**config.mk**
```make
export PLATFORM = sky130hd
export DESIGN_NAME = tcw_front
export DESIGN_NICKNAME = d
export VERILOG_FILES = /design/src/rtl/tcw_pkg.sv /design/src/rtl/tcw_fifo.sv /design/src/rtl/tcw_front.sv
export SDC_FILE = /design/constraint.sdc
export NUM_CORES = 1
export LEC_CHECK = 0
export ABC_AREA = 1
export BUFFER_PORTS_ARGS = -buffer_cell sky130_fd_sc_hd__buf_2
export CORE_ASPECT_RATIO = 0.75
export CORE_UTILIZATION = 50
export CTS_CLUSTER_SIZE = 14
export DETAILED_ROUTE_END_ITERATION = 10
export PLACE_DENSITY = 0.77
export SETUP_SLACK_MARGIN = 0.1
export SYNTH_ARGS = -nofsm -noshare
export SYNTH_HDL_FRONTEND = slang
export SYNTH_SLANG_ARGS = --single-unit
```
**constraint.sdc**
```tcl
create_clock -name clk -period 3 [get_ports clk]
set_input_delay 0.75 -clock clk [delete_from_list [all_inputs] [get_ports clk]]
set_output_delay 0.75 -clock clk [all_outputs]
set_load 0.01 [all_outputs]
```
**src/rtl/tcw_pkg.sv**
```systemverilog
package tcw_pkg;

  // Default geometry and queue depths
  localparam int ROWS_DEF      = 25;
  localparam int COLUMNS_DEF   = 80;
  localparam int CMD_DEPTH_DEF = 4;
  localparam int RES_DEPTH_DEF = 2;

  // Fixed field widths
  localparam int ACT_W  = 3;
  localparam int CHAR_W = 8;
  localparam int ROW_W  = 6;
  localparam int COL_W  = 7;
  localparam int ATTR_W = 8;
  localparam int HW_W   = 13;

  // Action codes
  localparam logic [ACT_W-1:0] ACT_WRITE  = 3'd0;
  localparam logic [ACT_W-1:0] ACT_SETCUR = 3'd1;
  localparam logic [ACT_W-1:0] ACT_CLEAR  = 3'd2;
  localparam logic [ACT_W-1:0] ACT_COLOR  = 3'd3;
  localparam logic [ACT_W-1:0] ACT_READ   = 3'd4;

  // Character codes
  localparam logic [CHAR_W-1:0] CH_CR    = 8'd13;
  localparam logic [CHAR_W-1:0] CH_LF    = 8'd10;
  localparam logic [CHAR_W-1:0] CH_BS    = 8'd8;
  localparam logic [CHAR_W-1:0] CH_BLANK = 8'h20;

  typedef enum logic [3:0] {
    OP_CR,
    OP_LF,
    OP_BS,
    OP_PUT,
    OP_SETCUR,
    OP_CLEAR,
    OP_COLOR,
    OP_READ,
    OP_NONE
  } op_t;

  typedef struct packed {
    op_t               op;
    logic [CHAR_W-1:0] ch;
    logic [ROW_W-1:0]  row;
    logic [COL_W-1:0]  col;
    logic [ATTR_W-1:0] color;
    logic              in_range;
  } cmd_t;

  typedef struct packed {
    logic [ROW_W-1:0]  cursor_row;
    logic [COL_W-1:0]  cursor_column;
    logic [HW_W-1:0]   hw_cursor_location;
    logic [CHAR_W-1:0] cell_char;
    logic [ATTR_W-1:0] cell_attribute;
  } res_t;

  typedef enum logic [3:0] {
    ST_INIT,
    ST_IDLE,
    ST_EXEC,
    ST_SCROLL,
    ST_BLANK,
    ST_CLEAR,
    ST_POST,
    ST_READ,
    ST_DONE
  } state_t;

endpackage

```
**src/rtl/tcw_fifo.sv**
```systemverilog
module tcw_fifo #(
  parameter int WIDTH = 8,
  parameter int DEPTH = tcw_pkg::RES_DEPTH_DEF
) (
  input  logic             clk,
  input  logic             rst_n,
  input  logic             push,
  input  logic [WIDTH-1:0] din,
  output logic             full,
  input  logic             pop,
  output logic [WIDTH-1:0] dout,
  output logic             empty
);

  localparam int PTR_W = (DEPTH > 1) ? $clog2(DEPTH) : 1;

  logic [WIDTH-1:0] mem [DEPTH];
  logic [PTR_W-1:0] wr_ptr_r, rd_ptr_r;
  logic [PTR_W:0]   cnt_r;
  logic             do_push, do_pop;

  assign full    = (cnt_r == (PTR_W+1)'(DEPTH));
  assign empty   = (cnt_r == '0);
  assign do_push = push && !full;
  assign do_pop  = pop && !empty;
  assign dout    = mem[rd_ptr_r];

  always_ff @(posedge clk) begin
    if (do_push) begin
      mem[wr_ptr_r] <= din;
    end
  end

  always_ff @(posedge clk) begin
    if (!rst_n) begin
      wr_ptr_r <= '0;
      rd_ptr_r <= '0;
      cnt_r    <= '0;
    end else begin
      if (do_push) begin
        wr_ptr_r <= (wr_ptr_r == PTR_W'(DEPTH-1)) ? '0 : wr_ptr_r + PTR_W'(1);
      end
      if (do_pop) begin
        rd_ptr_r <= (rd_ptr_r == PTR_W'(DEPTH-1)) ? '0 : rd_ptr_r + PTR_W'(1);
      end
      if (do_push && !do_pop) begin
        cnt_r <= cnt_r + (PTR_W+1)'(1);
      end else if (do_pop && !do_push) begin
        cnt_r <= cnt_r - (PTR_W+1)'(1);
      end
    end
  end

endmodule

```
**src/rtl/tcw_front.sv**
```systemverilog
module tcw_front #(
  parameter int ROWS      = tcw_pkg::ROWS_DEF,
  parameter int COLUMNS   = tcw_pkg::COLUMNS_DEF,
  parameter int CMD_DEPTH = tcw_pkg::CMD_DEPTH_DEF
) (
  input  logic                        clk,
  input  logic                        rst_n,
  input  logic                        hold,
  input  logic                        push,
  output logic                        full,
  input  logic [tcw_pkg::ACT_W-1:0]   in_action,
  input  logic [tcw_pkg::CHAR_W-1:0]  in_char_code,
  input  logic [tcw_pkg::ROW_W-1:0]   in_row,
  input  logic [tcw_pkg::COL_W-1:0]   in_column,
  input  logic [tcw_pkg::ATTR_W-1:0]  in_color,
  output logic                        cmd_valid,
  output tcw_pkg::cmd_t               cmd,
  input  logic                        cmd_pop
);

  tcw_pkg::cmd_t cls;
  logic          q_full, q_empty;
  logic [$bits(tcw_pkg::cmd_t)-1:0] q_dout;

  // Classify the incoming item into one engine operation
  always_comb begin
    cls.ch       = in_char_code;
    cls.row      = in_row;
    cls.col      = in_column;
    cls.color    = in_color;
    cls.in_range = ({1'b0, in_row} < (tcw_pkg::ROW_W+1)'(ROWS)) &&
                   ({1'b0, in_column} < (tcw_pkg::COL_W+1)'(COLUMNS));
    case (in_action)
      tcw_pkg::ACT_WRITE: begin
        case (in_char_code)
          tcw_pkg::CH_CR: cls.op = tcw_pkg::OP_CR;
          tcw_pkg::CH_LF: cls.op = tcw_pkg::OP_LF;
          tcw_pkg::CH_BS: cls.op = tcw_pkg::OP_BS;
          default:        cls.op = tcw_pkg::OP_PUT;
        endcase
      end
      tcw_pkg::ACT_SETCUR: cls.op = tcw_pkg::OP_SETCUR;
      tcw_pkg::ACT_CLEAR:  cls.op = tcw_pkg::OP_CLEAR;
      tcw_pkg::ACT_COLOR:  cls.op = tcw_pkg::OP_COLOR;
      tcw_pkg::ACT_READ:   cls.op = tcw_pkg::OP_READ;
      default:             cls.op = tcw_pkg::OP_NONE;
    endcase
  end

  assign full      = q_full || hold;
  assign cmd_valid = !q_empty;
  assign cmd       = tcw_pkg::cmd_t'(q_dout);

  tcw_fifo #(
    .WIDTH($bits(tcw_pkg::cmd_t)),
    .DEPTH(CMD_DEPTH)
  ) u_cmd_q (
    .clk  (clk),
    .rst_n(rst_n),
    .push (push && !full),
    .din  (cls),
    .full (q_full),
    .pop  (cmd_pop),
    .dout (q_dout),
    .empty(q_empty)
  );

endmodule

```
==> results.sh <==
export IMPL_dieArea_sq_mm=0.0122
export IMPL_r2r_start="u_cmd_q.cnt_r[1]"
export IMPL_grt_pass1_wl_um=17900
export IMPL_rsz0062_at_grt="no"
export IMPL_drtIter0Drc=260
export IMPL_h_tree_depth=4
export IMPL_drcViolationCount=0
export IMPL_hold_buffers=0
export IMPL_ys_seq_area_share_pct=72.3
export IMPL_min_period_over_period_pct=83.7
export IMPL_vias_per_cell=5.39
export IMPL_maxCapViolations=0
export IMPL_grt_start_max_net_pins=69
export IMPL_numCtsBuffers=17
export IMPL_area_delta_synth_final_pct=19.2
export IMPL_critical_path_required_ps=2250
export IMPL_cp_end_kind="output port"
export IMPL_rows=33
export IMPL_final_cell_mix="edfxtp_1 (136), buf_2 (72), o21ai_0 (68), nor2_1 (65), inv_1 (21)"
export IMPL_synth_area_sq_mm=0.00590
export IMPL_arrival_ps=1760
export IMPL_final_common_cell="edfxtp_1"
export IMPL_ir_drop_mv=0.629
export IMPL_antenna_found_initial=0
export IMPL_slew_violations=0
export IMPL_powerDensity_mw_per_mm2=875
export IMPL_ant_nets=0
export IMPL_post_synth_cell_area_avg_sq_um=13.6
export IMPL_io_pin_count=73
export IMPL_port_buffers=72
export IMPL_hold_viol=0
export IMPL_fin_nets=558
export IMPL_cts_setup_buffers=0
export IMPL_path_class="reg2out"
export IMPL_num_antenna_cells=0
export IMPL_gr_total_overflow=0
export IMPL_crit_end="cmd[3]"
export IMPL_leakage_uw=0.00255
export IMPL_clk_latency_ps=410
export IMPL_syn_inst=434
export IMPL_critPathMaxFanout=40
export IMPL_ff2ff_path_depth=12
export IMPL_fp_coreArea_sq_mm=0.0112
export IMPL_clock_path_buffers=2
export IMPL_drive_gt1_share_pct=29.4
export IMPL_wl_per_cell_um=16.8
export IMPL_die_w_um=127
export IMPL_dr_total_vias=3685
export IMPL_min_period_ps=2510
export IMPL_max_freq_mhz=398
export IMPL_dp_hpwl_um=6790
export IMPL_start_kind="register"
export IMPL_clkSlewWorstSetupHoldPaths_ps=60
export IMPL_wl_um=11500
export IMPL_post_route_util_pct=62.8
export IMPL_ff2ff_setup_slack_ps=930
export IMPL_synth_nets=478
export IMPL_first_pass_iters=7
export IMPL_worst_slew_pin_slew_ps=566
export IMPL_die_y_um=96.1
export IMPL_cts_tree="done"
export IMPL_clock_sinks=145
export IMPL_grtUsageTotal_pct=20.2
export IMPL_multiInputGateArea_sq_mm=0.00141
export IMPL_regArea_sq_mm=0.00427
export IMPL_globalplace_congestion=0.756
export IMPL_hold_ws_ps=537
export IMPL_timing_rr_end="u_cmd_q.cnt_r[2]"
export IMPL_initial_utilization_pct=52.7
export IMPL_yosys_warnings=0
export IMPL_synth_seq_cells=145
export IMPL_grt_pass1_vias=3536
export IMPL_outcome="completed"
export IMPL_finClkSkew_ps=7.50
export IMPL_clock_root_buffer="clkbuf_16"
export IMPL_relSlewSlack_pct=62.3
export IMPL_fin_tns_setup_ps=0
export IMPL_ys_types=26
export IMPL_ctsResizeCount=0
export IMPL_hp_class="reg2reg"
export IMPL_finalSetupViolCount=0
export IMPL_fillers=832
[layer usage]
layer	track usage [%]	wire length, um	part of all wire (%)	vias up
met5	0	0	0	-
met4	9.92	210	1.8	0
met3	5.23	646	5.6	21
met2	32.3	5370	47	125
met1	26.1	5290	46	1785
li1	-	-	-	1754
[area by class of cell]
type | count | area share (%)
Clock buffer | 18 | 6.10
Clock inverter | 14 | 2.76
Inverter | 23 | 1.30
Multi-Input combinational cell | 245 | 20.0
Sequential cell | 145 | 60.7
Tap cell | 157 | 2.79
Timing Repair Buffer | 82 | 6.37
[where the power goes]
group          switching, uW  internal, uW
sequential              48.0          2350
combinational           1000           541
clock                    759          1460
[synth_stat cells]
library cell,n,area [sq um]
inv_6,1,8.76
nand2_1,20,75.1
o21ai_0,68,340
o22ai_2,20,250
dfxtp_1,9,180
o21a_1,1,7.51
buf_6,2,22.5
inv_1,21,78.8
buf_12,3,60.1
nor2_1,69,259
o21bai_1,1,7.51
fa_1,1,20.0
o21ai_1,5,25.0
and2_1,1,6.26
inv_2,1,3.75
nand4_1,2,12.5
o22ai_1,14,87.6
edfxtp_1,136,4080
nand3_1,10,50.1
nor3_1,2,10.0
a21oi_1,5,25.0
nor2_2,20,125
clkbuf_2,2,10.0
ha_1,6,75.1
buf_2,12,60.1
buf_4,2,15.0
[flip-flops by register name (all words and copies together) (netlist names), named ones only]
| register | flops |
|---|---|
| u_cmd_q.wr_ptr_r | 2 |
| u_cmd_q.cnt_r | 3 |
| u_cmd_q.mem | 136 |
| u_cmd_q.rd_ptr_r | 2 |
[logic make-up (layout without fill, tap and decap cells)]
family | after synthesis | in the layout | share of synthesized area, %
AOI/OAI and AO/OA | 114 | 114 | 12.6
and+or+nand+nor | 124 | 124 | 9.12
buffers and inverters | 44 | 137 | 4.39
DFF | 145 | 145 | 72.3
adders and majority gates | 7 | 7 | 1.61
[how the worst min path moves through the flow]
stage | startpoint | end | slack (ps) | cells after the start
4_1_cts | u_cmd_q.rd_ptr_r[1] | u_cmd_q.rd_ptr_r[1] | 540 | 2
2_1_floorplan | u_cmd_q.rd_ptr_r[1] | register | 480 | 2
3_5_place_dp | u_cmd_q.cnt_r[1] | u_cmd_q.cnt_r[1] | 530 | 2
5_1_grt | in_color[3] | u_cmd_q.mem[2][4] | 540 | 1
6_report | u_cmd_q.rd_ptr_r[1] | u_cmd_q.rd_ptr_r[1] | 540 | 2
3_3_place_gp | u_cmd_q.rd_ptr_r[1] | u_cmd_q.rd_ptr_r[1] | 510 | 2
[through the flow]
step / setup slack [ps] / instance area (sq um) / std cells / power (uW)
finish: 488 / 7030 / 684 / 6150
global route: 363 / 7030 / 684 / 6450
CTS: 438 / 7030 / 684 / 6200
detailed placement: 592 / 6410 / 652 / 3990
global placement: 695 / 6410 / 652 / 3940
floorplan: 76.3 / 5900 / 434 / 3520
[critical path: stages, from the launching register on]
cell and delay, ps:
dfxtp_2 380, buf_4 390, o21ai_0 170, o22ai_1 240, buf_2 170
No activity file was read; power rests on OpenSTA's default activity.
