## src/rtl/tcw_pkg.sv

```systemverilog
package tcw_pkg;

  // Default geometry and queue depths
  localparam int ROWS_DEF      = 25;
  localparam int COLUMNS_DEF   = 80;
  localparam int CMD_DEPTH_DEF = 4;
  localparam int RES_DEPTH_DEF = 2;

  // Fixed field widths
  localparam int ACT_W  = 3;
  localparam int CHAR_W = 8;
  localparam int ROW_W  = 6;
  localparam int COL_W  = 7;
  localparam int ATTR_W = 8;
  localparam int HW_W   = 13;

  // Action codes
  localparam logic [ACT_W-1:0] ACT_WRITE  = 3'd0;
  localparam logic [ACT_W-1:0] ACT_SETCUR = 3'd1;
  localparam logic [ACT_W-1:0] ACT_CLEAR  = 3'd2;
  localparam logic [ACT_W-1:0] ACT_COLOR  = 3'd3;
  localparam logic [ACT_W-1:0] ACT_READ   = 3'd4;

  // Character codes
  localparam logic [CHAR_W-1:0] CH_CR    = 8'd13;
  localparam logic [CHAR_W-1:0] CH_LF    = 8'd10;
  localparam logic [CHAR_W-1:0] CH_BS    = 8'd8;
  localparam logic [CHAR_W-1:0] CH_BLANK = 8'h20;

  typedef enum logic [3:0] {
    OP_CR,
    OP_LF,
    OP_BS,
    OP_PUT,
    OP_SETCUR,
    OP_CLEAR,
    OP_COLOR,
    OP_READ,
    OP_NONE
  } op_t;

  typedef struct packed {
    op_t               op;
    logic [CHAR_W-1:0] ch;
    logic [ROW_W-1:0]  row;
    logic [COL_W-1:0]  col;
    logic [ATTR_W-1:0] color;
    logic              in_range;
  } cmd_t;

  typedef struct packed {
    logic [ROW_W-1:0]  cursor_row;
    logic [COL_W-1:0]  cursor_column;
    logic [HW_W-1:0]   hw_cursor_location;
    logic [CHAR_W-1:0] cell_char;
    logic [ATTR_W-1:0] cell_attribute;
  } res_t;

  typedef enum logic [3:0] {
    ST_INIT,
    ST_IDLE,
    ST_EXEC,
    ST_SCROLL,
    ST_BLANK,
    ST_CLEAR,
    ST_POST,
    ST_READ,
    ST_DONE
  } state_t;

endpackage

```

## src/rtl/tcw_fifo.sv

```systemverilog
module tcw_fifo #(
  parameter int WIDTH = 8,
  parameter int DEPTH = tcw_pkg::RES_DEPTH_DEF
) (
  input  logic             clk,
  input  logic             rst_n,
  input  logic             push,
  input  logic [WIDTH-1:0] din,
  output logic             full,
  input  logic             pop,
  output logic [WIDTH-1:0] dout,
  output logic             empty
);

  localparam int PTR_W = (DEPTH > 1) ? $clog2(DEPTH) : 1;

  logic [WIDTH-1:0] mem [DEPTH];
  logic [PTR_W-1:0] wr_ptr_r, rd_ptr_r;
  logic [PTR_W:0]   cnt_r;
  logic             do_push, do_pop;

  assign full    = (cnt_r == (PTR_W+1)'(DEPTH));
  assign empty   = (cnt_r == '0);
  assign do_push = push && !full;
  assign do_pop  = pop && !empty;
  assign dout    = mem[rd_ptr_r];

  always_ff @(posedge clk) begin
    if (do_push) begin
      mem[wr_ptr_r] <= din;
    end
  end

  always_ff @(posedge clk) begin
    if (!rst_n) begin
      wr_ptr_r <= '0;
      rd_ptr_r <= '0;
      cnt_r    <= '0;
    end else begin
      if (do_push) begin
        wr_ptr_r <= (wr_ptr_r == PTR_W'(DEPTH-1)) ? '0 : wr_ptr_r + PTR_W'(1);
      end
      if (do_pop) begin
        rd_ptr_r <= (rd_ptr_r == PTR_W'(DEPTH-1)) ? '0 : rd_ptr_r + PTR_W'(1);
      end
      if (do_push && !do_pop) begin
        cnt_r <= cnt_r + (PTR_W+1)'(1);
      end else if (do_pop && !do_push) begin
        cnt_r <= cnt_r - (PTR_W+1)'(1);
      end
    end
  end

endmodule

```

## config.mk

```make
export PLATFORM = sky130hd
export DESIGN_NAME = tcw_fifo
export DESIGN_NICKNAME = d
export VERILOG_FILES = /design/src/rtl/tcw_pkg.sv /design/src/rtl/tcw_fifo.sv
export SDC_FILE = /design/constraint.sdc
export NUM_CORES = 1
export LEC_CHECK = 0
export CAP_MARGIN = 20
export CORE_AREA = 5 5 46 48
export CTS_CLUSTER_DIAMETER = 30
export DETAILED_ROUTE_END_ITERATION = 16
export DIE_AREA = 0 0 51 53
export DONT_BUFFER_PORTS = 1
export PLACE_DENSITY = 0.67
export SYNTH_ARGS = -nofsm -noshare
export SYNTH_HDL_FRONTEND = slang
export SYNTH_SLANG_ARGS = --single-unit
```

## constraint.sdc

```tcl
create_clock -name clk -period 1.5 [get_ports clk]
set_input_delay 0.075 -clock clk [delete_from_list [all_inputs] [get_ports clk]]
set_output_delay 0.075 -clock clk [all_outputs]
set_load 0.01 [all_outputs]
```

==> run summary, run 1 <==
CTS H-tree depth - 1
Crit Path Category - register to register
Hold Path Class - primary input to register
global-route wire length before repair - 2.063 mm
aggregate global-route resource usage - 11.14%
Worst Hold Path EP - wr_ptr_r
via count - 457
part of the power in registers - 51.3%
Slew Limit Headroom - 73.15%
Finished Cell Area - 0.001006 sq mm
layout cell share with drive strength beyond 1 - 34.33%
Layout Cells excl Fill - 84
Max Cap Violations - 0
clock network latency to the later pin of the worst-skew pair - 0.30 ns
setup slack on the worst flop-to-flop path - 0.07 ns
WP data required - 1.74 ns
Hold Path Cell Cnt - 2
GP Congestion - 0.6074
Synth area leader - edfxtp_1
CTS Buffer Depth - 2
TritonCTS Buffers - 3
final hold violations - 0
Worst Tran Pin Value - 0.4027 ns
Async SR Flop Fraction - 0%
final setup violation count - 0
Synth Net Count - 63
final core occ - 60.22%
clock slew at reported path FFs - 0.11 ns
final hold slack - 0.02212 ns
Reg area - 585.6 sq um
Layout Skew - 0.005148 ns
RR Endpoint - cnt_r[1]
CP arrival - 1.67 ns
status - completed
depth of the most critical reg-to-reg path - 7
Inst Count DP - 69
Final #Nets - 81
wire per inst - 15.55 um
Area Growth Syn to Fin - 24.27%
sw frac - 29.86%
Clock Power Share - 16.0%
number of synthesized flops with an enable pin - 16
area of the multi-input gates - 237.7 sq um
Net Sw Power - 486.6 uW
I/O Pins - 22
synthesized area per cell - 16.19 sq um
initial antenna violation count - 0
Leak - 0.0003633 uW
Fillers - 133
root buffer cell - clkbuf_4
initial core utilization - 48.46%
chip height - 53 um
Die X - 51 um
Tmin final - 1.429 ns
Die Area - 0.002703 sq mm
register area share after synthesis - 71.72%
drt pass-1 iters - 2
diode count - 0
Yosys top cell area share - 59.35%
reg2reg start - cnt_r[0]
DRC errors left - 0
synth warn - 0
Max VDD drop - 0.8430 mV
Final Max Tran Viols - 0
CTS tree - yes
Routed WL - 1.306 mm
maximum clock frequency - 0.6997 GHz
most frequent cells after synthesis - edfxtp_1, mux2_2, dfxtp_1
largest cells by area after synthesis - edfxtp_1, dfxtp_1, mux2_2
Hold Path Origin - push
share of total power in combinational logic - 32.7%
CP max FO - 3
Syn Inst Count - 50
pwr dens - 1620 mW/mm^2
crit end category - register
post-synth cell types - 20
Main synth FF type - edfxtp_1
Vias/cell - 5.440
Placed Instance Area - 848.3 sq um
clock sink count - 21
Startpoint Class - register
number of global-route vias before repair - 466
number of synthesized register bits - 21
largest net degree at the start of global routing - 12
port buffer count - 0
antenna viol nets, final - 0
core box area - 0.001670 sq mm
Synth Cell Area - 809.5 sq um
row cnt - 15
Starting DRT DRC Count - 4
top-count cell post-synth - edfxtp_1
Int Power - 1143 uW
total grt overflow - 0
final worst path period share - 95.28%
what timing repair did:
action,4_1_cts,5_1_grt
resized for setup,0,7
buffers inserted,0,2
hold endpoints to repair,21,0
hold buffers,9,0
setup endpoints to repair,0,1
state kept, by name (all words and copies together), names as in the netlist, named ones only:
| register | flops |
|---|---|
| rd_ptr_r | 1 |
| mem | 16 |
| wr_ptr_r | 1 |
| cnt_r | 2 |
metal layers:
metal	wire length (um)	track usage, %
met3	92	3.662
met5	0	0
met2	693	18.45
met4	34	8.072
met1	485	11.85
critical path, cell delays in order (launching register included):
cell and delay [ns]:
dfxtp_2 0.34, nand2b_4 0.14, inv_2 0.06, nor2_1 0.04, ha_2 0.18, xor2_1 0.14
or3_1 0.34, a21boi_1 0.12
cell families after synthesis:
logic type | Yosys count | synth area share [%]
compound gates | 5 | 4.018
xor+xnor | 3 | 3.246
fa+ha+maj | 1 | 1.545
buf+inv | 3 | 1.544
flops | 21 | 71.72
mux | 8 | 11.13
simple gates | 9 | 6.803
through the flow:
step	worst slack, ns	setup TNS, ns	total power [uW]
after floorplan	0.02902	0	1161
after global placement	0.08438	0	1256
after detailed placement	0.03115	0	1273
after CTS	0.01337	0	1558
after global routing	-0.009191	-0.009191	1739
final	0.07074	0	1630
cell usage in the layout (no fill, tap or decap):
| cell type | count |
|---|---|
| edfxtp_1 | 16 |
| dlygate4sd3_1 | 9 |
| mux2_2 | 8 |
| buf_4 | 5 |
| and2_1 | 3 |
| dfxtp_1 | 3 |
| clkbuf_4 | 3 |
| nor2_1 | 2 |
| xnor2_1 | 2 |
| nand2b_4 | 1 |
| inv_2 | 1 |
| inv_1 | 1 |
| o21ai_4 | 1 |
| and3_1 | 1 |
| nor3_2 | 1 |
| a21boi_0 | 1 |
| o21a_1 | 1 |
| xor2_1 | 1 |
| o21ai_0 | 1 |
| or3_1 | 1 |
| a21boi_1 | 1 |
| ha_2 | 1 |
| clkbuf_1 | 1 |
| dfxtp_2 | 1 |
| dfxtp_4 | 1 |
power groups by stage:
| stage | combinational, uW | clock [uW] | sequential [uW] |
|---|---|---|---|
| 6_report | 533 | 261 | 836 |
| 5_1_grt | 581 | 308 | 851 |
| 3_3_place_gp | 434 | 0 | 821 |
| 3_5_place_dp | 447 | 0 | 825 |
| 2_1_floorplan | 368 | 0 | 793 |
| 4_1_cts | 471 | 273 | 814 |
area by class of cell:
type                    count  area share (%)
clock buffers               4           2.612
inverters                   2          0.7463
multi-input cells          26           23.63
flip-flops and latches     21           58.21
well taps                  17           2.114
repair buffers             14           12.69
how the worst max path moves through the flow:
| stage | slack, ns | cells past startpoint | to | startpoint |
|---|---|---|---|---|
| floorplan | 0.03 | 6 | cnt_r[1] | cnt_r[0] |
| CTS | 0.01 | 6 | cnt_r[1] | cnt_r[1] |
| global route | -0.009 | 7 | cnt_r[1] | cnt_r[0] |
| global placement | 0.08 | 6 | cnt_r[1] | cnt_r[1] |
| detailed placement | 0.03 | 6 | cnt_r[1] | cnt_r[0] |
| finish | 0.07 | 7 | cnt_r[1] | cnt_r[0] |
Power figures use the tool's default switching activity.
==> inputs of run 2 (changes only) <==
--- a/config.mk
+++ b/config.mk
@@ -5,13 +5,14 @@
 export SDC_FILE = /design/constraint.sdc
 export NUM_CORES = 1
 export LEC_CHECK = 0
+export ABC_AREA = 1
 export CAP_MARGIN = 20
 export CORE_AREA = 5 5 46 48
 export CTS_CLUSTER_DIAMETER = 30
 export DETAILED_ROUTE_END_ITERATION = 16
 export DIE_AREA = 0 0 51 53
 export DONT_BUFFER_PORTS = 1
-export PLACE_DENSITY = 0.67
+export PLACE_DENSITY = 0.68
 export SYNTH_ARGS = -nofsm -noshare
 export SYNTH_HDL_FRONTEND = slang
 export SYNTH_SLANG_ARGS = --single-unit
==> run 2 against run 1 <==
Against the previous run:
- critical path type is now register to output port
- utilization decreased by 0.15 points
- highest routed layer unchanged
- first-iteration DRC count unchanged
- sequential power decreased by 2.5%
- non-clock buffer count increased by 1
- worst setup slack improved by 0.076 ns
- combinational power decreased by 12%
- die area unchanged
- register-to-register slack improved by 0.09 ns
- clock-buffer cell count decreased by 1
- largest cell class unchanged
- clock skew decreased by 0.0015 ns
==> run summary, run 2 <==
GP Congestion - 0.6738
most common cell after layout, fill and taps aside - edfxtp_1
CTS Buffer Depth - 2
crit end category - output port
status - completed
Async SR Flop Fraction - 0%
Layout Skew - 0.003646 ns
setup tns final - 0 ns
Pwr Total - 1545 uW
Yosys top cell area share - 58.36%
Finished Cell Area - 0.001003 sq mm
CP arrival - 1.28 ns
chip height - 53 um
number of synthesized flops with an enable pin - 16
Reg area - 581.8 sq um
DRC errors left - 0
wire per inst - 13.71 um
final worst path period share - 90.19%
top-count cell post-synth - edfxtp_1
Post-Synth Adder-Cell Area - 1.520%
Crit Path Category - register to output port
Die Area - 0.002703 sq mm
Synth area leader - edfxtp_1
most frequent cells after synthesis - edfxtp_1, nor2_1, inv_1, mux2_2, nand2_1
largest net degree at the start of global routing - 13
global-route wire length before repair - 2.083 mm
row cnt - 15
synthesized area per cell - 13.07 sq um
number of global-route vias before repair - 486
clock slew at reported path FFs - 0.11 ns
Area Growth Syn to Fin - 21.88%
most frequent cells in the layout - edfxtp_1, nor2_1, dlygate4sd3_1
simple-gate share of the synthesized area - 9.422%
layout cell share with drive strength beyond 1 - 27.16%
largest family of logic cells by synthesized area - multiplexers
met3 wire length - 131 um
pwr dens - 1540 mW/mm^2
antenna viol nets, final - 0
detailed placement HPWL - 879.9 um
routed wl met2 - 706 um
Main synth FF type - edfxtp_1
Routed WL - 1.344 mm
drt pass-1 iters - 4
Synth Net Count - 76
initial antenna violation count - 0
Slew Limit Headroom - 75.60%
crit-path max cell delay - 0.55 ns
final setup violation count - 0
xor/xnor share of the synthesized area - 0%
register area share after synthesis - 70.52%
synth warn - 0
clock network latency to the later pin of the worst-skew pair - 0.30 ns
Leak - 0.0003950 uW
mux contribution to synthesized area - 10.94%
max layer used - met4
via count - 501
largest registers - mem (16), cnt_r (2)
Worst Tran Pin Value - 0.3654 ns
final hold slack - 0.02937 ns
CP max stage cell - dfxtp_1
Hold Path Class - primary input to register
clock sink count - 21
Placed Instance Area - 877.1 sq um
I/O Pins - 22
post-synth cell types - 15
Vias/cell - 5.112
Syn Inst Count - 63
delay-heaviest family, CP - flip-flops
number of synthesized register bits - 21
TritonCTS Buffers - 3
Tmin final - 1.353 ns
maximum clock frequency - 0.7392 GHz
Max Cap Violations - 0
port buffer count - 0
largest cells by area after synthesis - edfxtp_1, dfxtp_1, mux2_2
unrepaired setup endpoints after global routing - no
Die X - 51 um
Max VDD drop - 1.042 mV
CP Buf/Inv Count - 0
CTS tree - yes
Synth Cell Area - 823.3 sq um
CP Cell Sequence - mux2_2
wl on met1 - 463 um
initial core utilization - 49.29%
Startpoint Class - register
WP data required - 1.42 ns
Final Max Tran Viols - 0
total grt overflow - 0
Largest Register - mem
max reg flops - 16
Synth Area in Compound Gates - 2.888%
aggregate global-route resource usage - 11.65%
core box area - 0.001670 sq mm
CP max FO - 8
Fillers - 143
CTS H-tree depth - 1
Final #Nets - 95
Starting DRT DRC Count - 4
final hold violations - 0
diode count - 0
root buffer cell - clkbuf_4
area of the multi-input gates - 203.9 sq um
## run 2: cell type report
| cell class | count | share of cell area (%) |
|---|---|---|
| Inverter | 9 | 3.367 |
| Timing Repair Buffer | 15 | 13.47 |
| Clock inverter | 1 | 0.4988 |
| Tap cell | 17 | 2.120 |
| Sequential cell | 21 | 57.98 |
| Multi-Input combinational cell | 32 | 20.32 |
| Clock buffer | 3 | 2.244 |
## run 2: path summary, 6_finish.rpt
kind	from	end	slack (ns)	cells past startpoint
max	register	dout[5]	0.15	1
max reg2reg	cnt_r[1]	cnt_r[1]	0.16	9
min reg2reg	wr_ptr_r	wr_ptr_r	0.52	2
min	push	wr_ptr_r	0.03	4
## run 2: kinds of logic after synthesis
| family | count (synthesis) |
|---|---|
| mux | 8 |
| buf+inv | 10 |
| simple gates | 19 |
| compound gates | 4 |
| fa+ha+maj | 1 |
| flops | 21 |
## run 2: layer usage
layer	GRT usage (%)	up-vias
li1	-	247
met4	9.417	0
met5	0	-
met1	9.946	227
met2	21.03	23
met3	4.789	4
## run 2: what timing repair did
action                                  in CTS  in global routing
setup buffers                                0                  1
endpoints found under the hold margin       21                  0
hold buffers                                 9                  0
endpoints found under the setup margin       0                  2
gates resized for setup                      0                  1
## run 2: worst min-delay path: stages
cell     delay, ns
o21ai_2       0.05
inv_1         0.05
nor2_1        0.08
nor2_1        0.05
## run 2: power breakdown
part	leakage, uW	internal, uW	switching, uW	total [uW]
logic	0.000186	214	256	470
clock network	0.0000177	99.5	160	260
registers	0.000191	745	70.5	815
## run 2: metrics by stage
step / setup slack [ns] / utilization (%) / instances
after detailed placement: 0.1284 / 52.51 / 84
final: 0.1471 / 60.07 / 98
after global placement: 0.1673 / 52.51 / 84
after global routing: 0.01199 / 60.07 / 98
after floorplan: 0.1781 / - / 63
after CTS: 0.09506 / 59.55 / 97
==> inputs of run 3 (changes only) <==
--- a/config.mk
+++ b/config.mk
@@ -7,12 +7,13 @@
 export LEC_CHECK = 0
 export ABC_AREA = 1
 export CAP_MARGIN = 20
-export CORE_AREA = 5 5 46 48
+export CORE_AREA = 2 2 43 45
 export CTS_CLUSTER_DIAMETER = 30
 export DETAILED_ROUTE_END_ITERATION = 16
-export DIE_AREA = 0 0 51 53
+export DIE_AREA = 0 0 45 47
 export DONT_BUFFER_PORTS = 1
 export PLACE_DENSITY = 0.68
+export REMOVE_ABC_BUFFERS = 1
 export SYNTH_ARGS = -nofsm -noshare
 export SYNTH_HDL_FRONTEND = slang
 export SYNTH_SLANG_ARGS = --single-unit
==> run 3 against run 2 <==
Against the previous run:
- non-clock buffer count down 1
- sequential cell count unchanged
- via count down 4.8%
- worst hold slack worse by 0.0032 ns
- maximum frequency up 0.58%
- critical path depth up 8
- die area down 22%
- clock skew down 0.0012 ns
- wire length down 7.9%
- clock power down 2%
- critical path type is now register to register
==> run summary, run 3 (synthesis results as in run 2) <==
status - completed
Layout Cells excl Fill - 97
initial antenna violation count - 0
total grt overflow - 0
Hold Path Cell Cnt - 3
Starting DRT DRC Count - 7
largest net degree at the start of global routing - 12
CTS tree - yes
CP arrival - 1.55 ns
diode count - 0
via count - 477
Largest Register - mem
port buffer count - 0
final hold violations - 0
root buffer cell - clkbuf_4
Max VDD drop - 0.9436 mV
Crit Path Category - register to register
depth of the most critical reg-to-reg path - 9
I/O Pins - 22
Finished Cell Area - 0.001008 sq mm
Worst Hold Path EP - wr_ptr_r
Worst Tran Pin Value - 0.3508 ns
TritonCTS Buffers - 3
Die Area - 0.002115 sq mm
layout cell share with drive strength beyond 1 - 27.50%
Routed WL - 1.238 mm
Vias/cell - 4.918
most frequent cells in the layout - edfxtp_1, nor2_1, dlygate4sd3_1
RR Endpoint - cnt_r[1]
setup slack on the worst flop-to-flop path - 0.15 ns
clock sink count - 21
wire per inst - 12.76 um
most common cell after layout, fill and taps aside - edfxtp_1
Placed Instance Area - 862.1 sq um
core box area - 0.001652 sq mm
reg2reg start - cnt_r[1]
max reg flops - 16
Final #Nets - 94
CTS Buffer Depth - 2
drt pass-1 iters - 4
largest registers - mem (16), cnt_r (2)
clock network latency to the later pin of the worst-skew pair - 0.29 ns
unrepaired setup endpoints after global routing - no
global-route wire length before repair - 1.731 mm
final worst path period share - 89.67%
final core occ - 61.06%
setup tns final - 0 ns
initial core utilization - 49.85%
Slew Limit Headroom - 76.58%
Tmin final - 1.345 ns
WP data required - 1.70 ns
row cnt - 15
CTS H-tree depth - 1
Hold Path Origin - push
Leak - 0.0003876 uW
antenna viol nets, final - 0
DRC errors left - 0
number of global-route vias before repair - 427
Layout Skew - 0.002478 ns
clock slew at reported path FFs - 0.10 ns
Startpoint Class - register
GP Congestion - 0.7090
chip height - 47 um
crit end category - register
final setup violation count - 0
Die X - 45 um
aggregate global-route resource usage - 12.26%
Inst Count DP - 82
Hold Path Class - primary input to register
maximum clock frequency - 0.7435 GHz
pwr dens - 1549 mW/mm^2
CP max FO - 3
Area Growth Syn to Fin - 22.49%
Final Max Tran Viols - 0
detailed placement HPWL - 868.3 um
Max Cap Violations - 0
-- run 3: cell count changes in the layout (fill, tap and decap cells not counted), sizes merged --
cell / change
buf: -1
clkbuf: +1
clkinv: -1
-- run 3: how the worst max path moves through the flow --
| stage | from | end | slack [ns] | cells past startpoint |
|---|---|---|---|---|
| 3_3_place_gp | cnt_r[0] | cnt_r[1] | 0.15 | 9 |
| 4_1_cts | cnt_r[0] | cnt_r[1] | 0.06 | 9 |
| 5_1_grt | cnt_r[1] | cnt_r[1] | 0.05 | 9 |
| 6_report | cnt_r[1] | cnt_r[1] | 0.15 | 9 |
| 2_1_floorplan | cnt_r[0] | cnt_r[1] | 0.18 | 9 |
| 3_5_place_dp | cnt_r[0] | cnt_r[1] | 0.08 | 9 |
-- run 3: area by class of cell --
type / count / area (sq um)
repair buffers: 14 / 127.6
fillers: 130 / 643.1
well taps: 17 / 21.27
multi-input cells: 32 / 216.5
inverters: 9 / 33.78
flip-flops and latches: 21 / 583.1
clock buffers: 4 / 26.28
-- run 3: where the power goes --
| part | internal [uW] | total [uW] | switching (uW) |
|---|---|---|---|
| logic | 223 | 493 | 271 |
| clock network | 103 | 254 | 150 |
| registers | 747 | 815 | 67.8 |
| total | 1070 | 1560 | 489 |
-- run 3: per-stage QoR --
| step | setup WS, ns | hold WS [ns] | total power, uW |
|---|---|---|---|
| global route | 0.05279 | 0.04488 | 1664 |
| CTS | 0.05575 | 0.03169 | 1529 |
| detailed placement | 0.08305 | 0.1740 | 1253 |
| global placement | 0.1467 | 0.1739 | 1233 |
| finish | 0.1550 | 0.02615 | 1562 |
| floorplan | 0.1781 | 0.1739 | 1137 |
-- run 3: per-layer routing --
metal / vias up / track usage [%] / wire length, um
li1: 248 / - / -
met1: 210 / 12.90 / 502
met2: 15 / 19.71 / 612
met3: 4 / 4.231 / 80
met4: 0 / 10.59 / 43
met5: - / 0 / 0
-- run 3: worst max-delay path, cell delays in order, from the launching register on --
cell and delay [ns]:
dfxtp_2 0.35, inv_1 0.07, o21ai_2 0.18, inv_1 0.10, ha_4 0.28, inv_1 0.05, nand3_1 0.09, nand2_1 0.06
inv_1 0.05, nor2_1 0.03
-- run 3: repair_timing --
| item | in CTS | in global routing |
|---|---|---|
| resized for setup | 0 | 3 |
| hold buffers | 9 | 0 |
| hold endpoints to repair | 21 | 0 |
| endpoints found under the setup margin | 0 | 2 |
| buffers inserted | 0 | 2 |
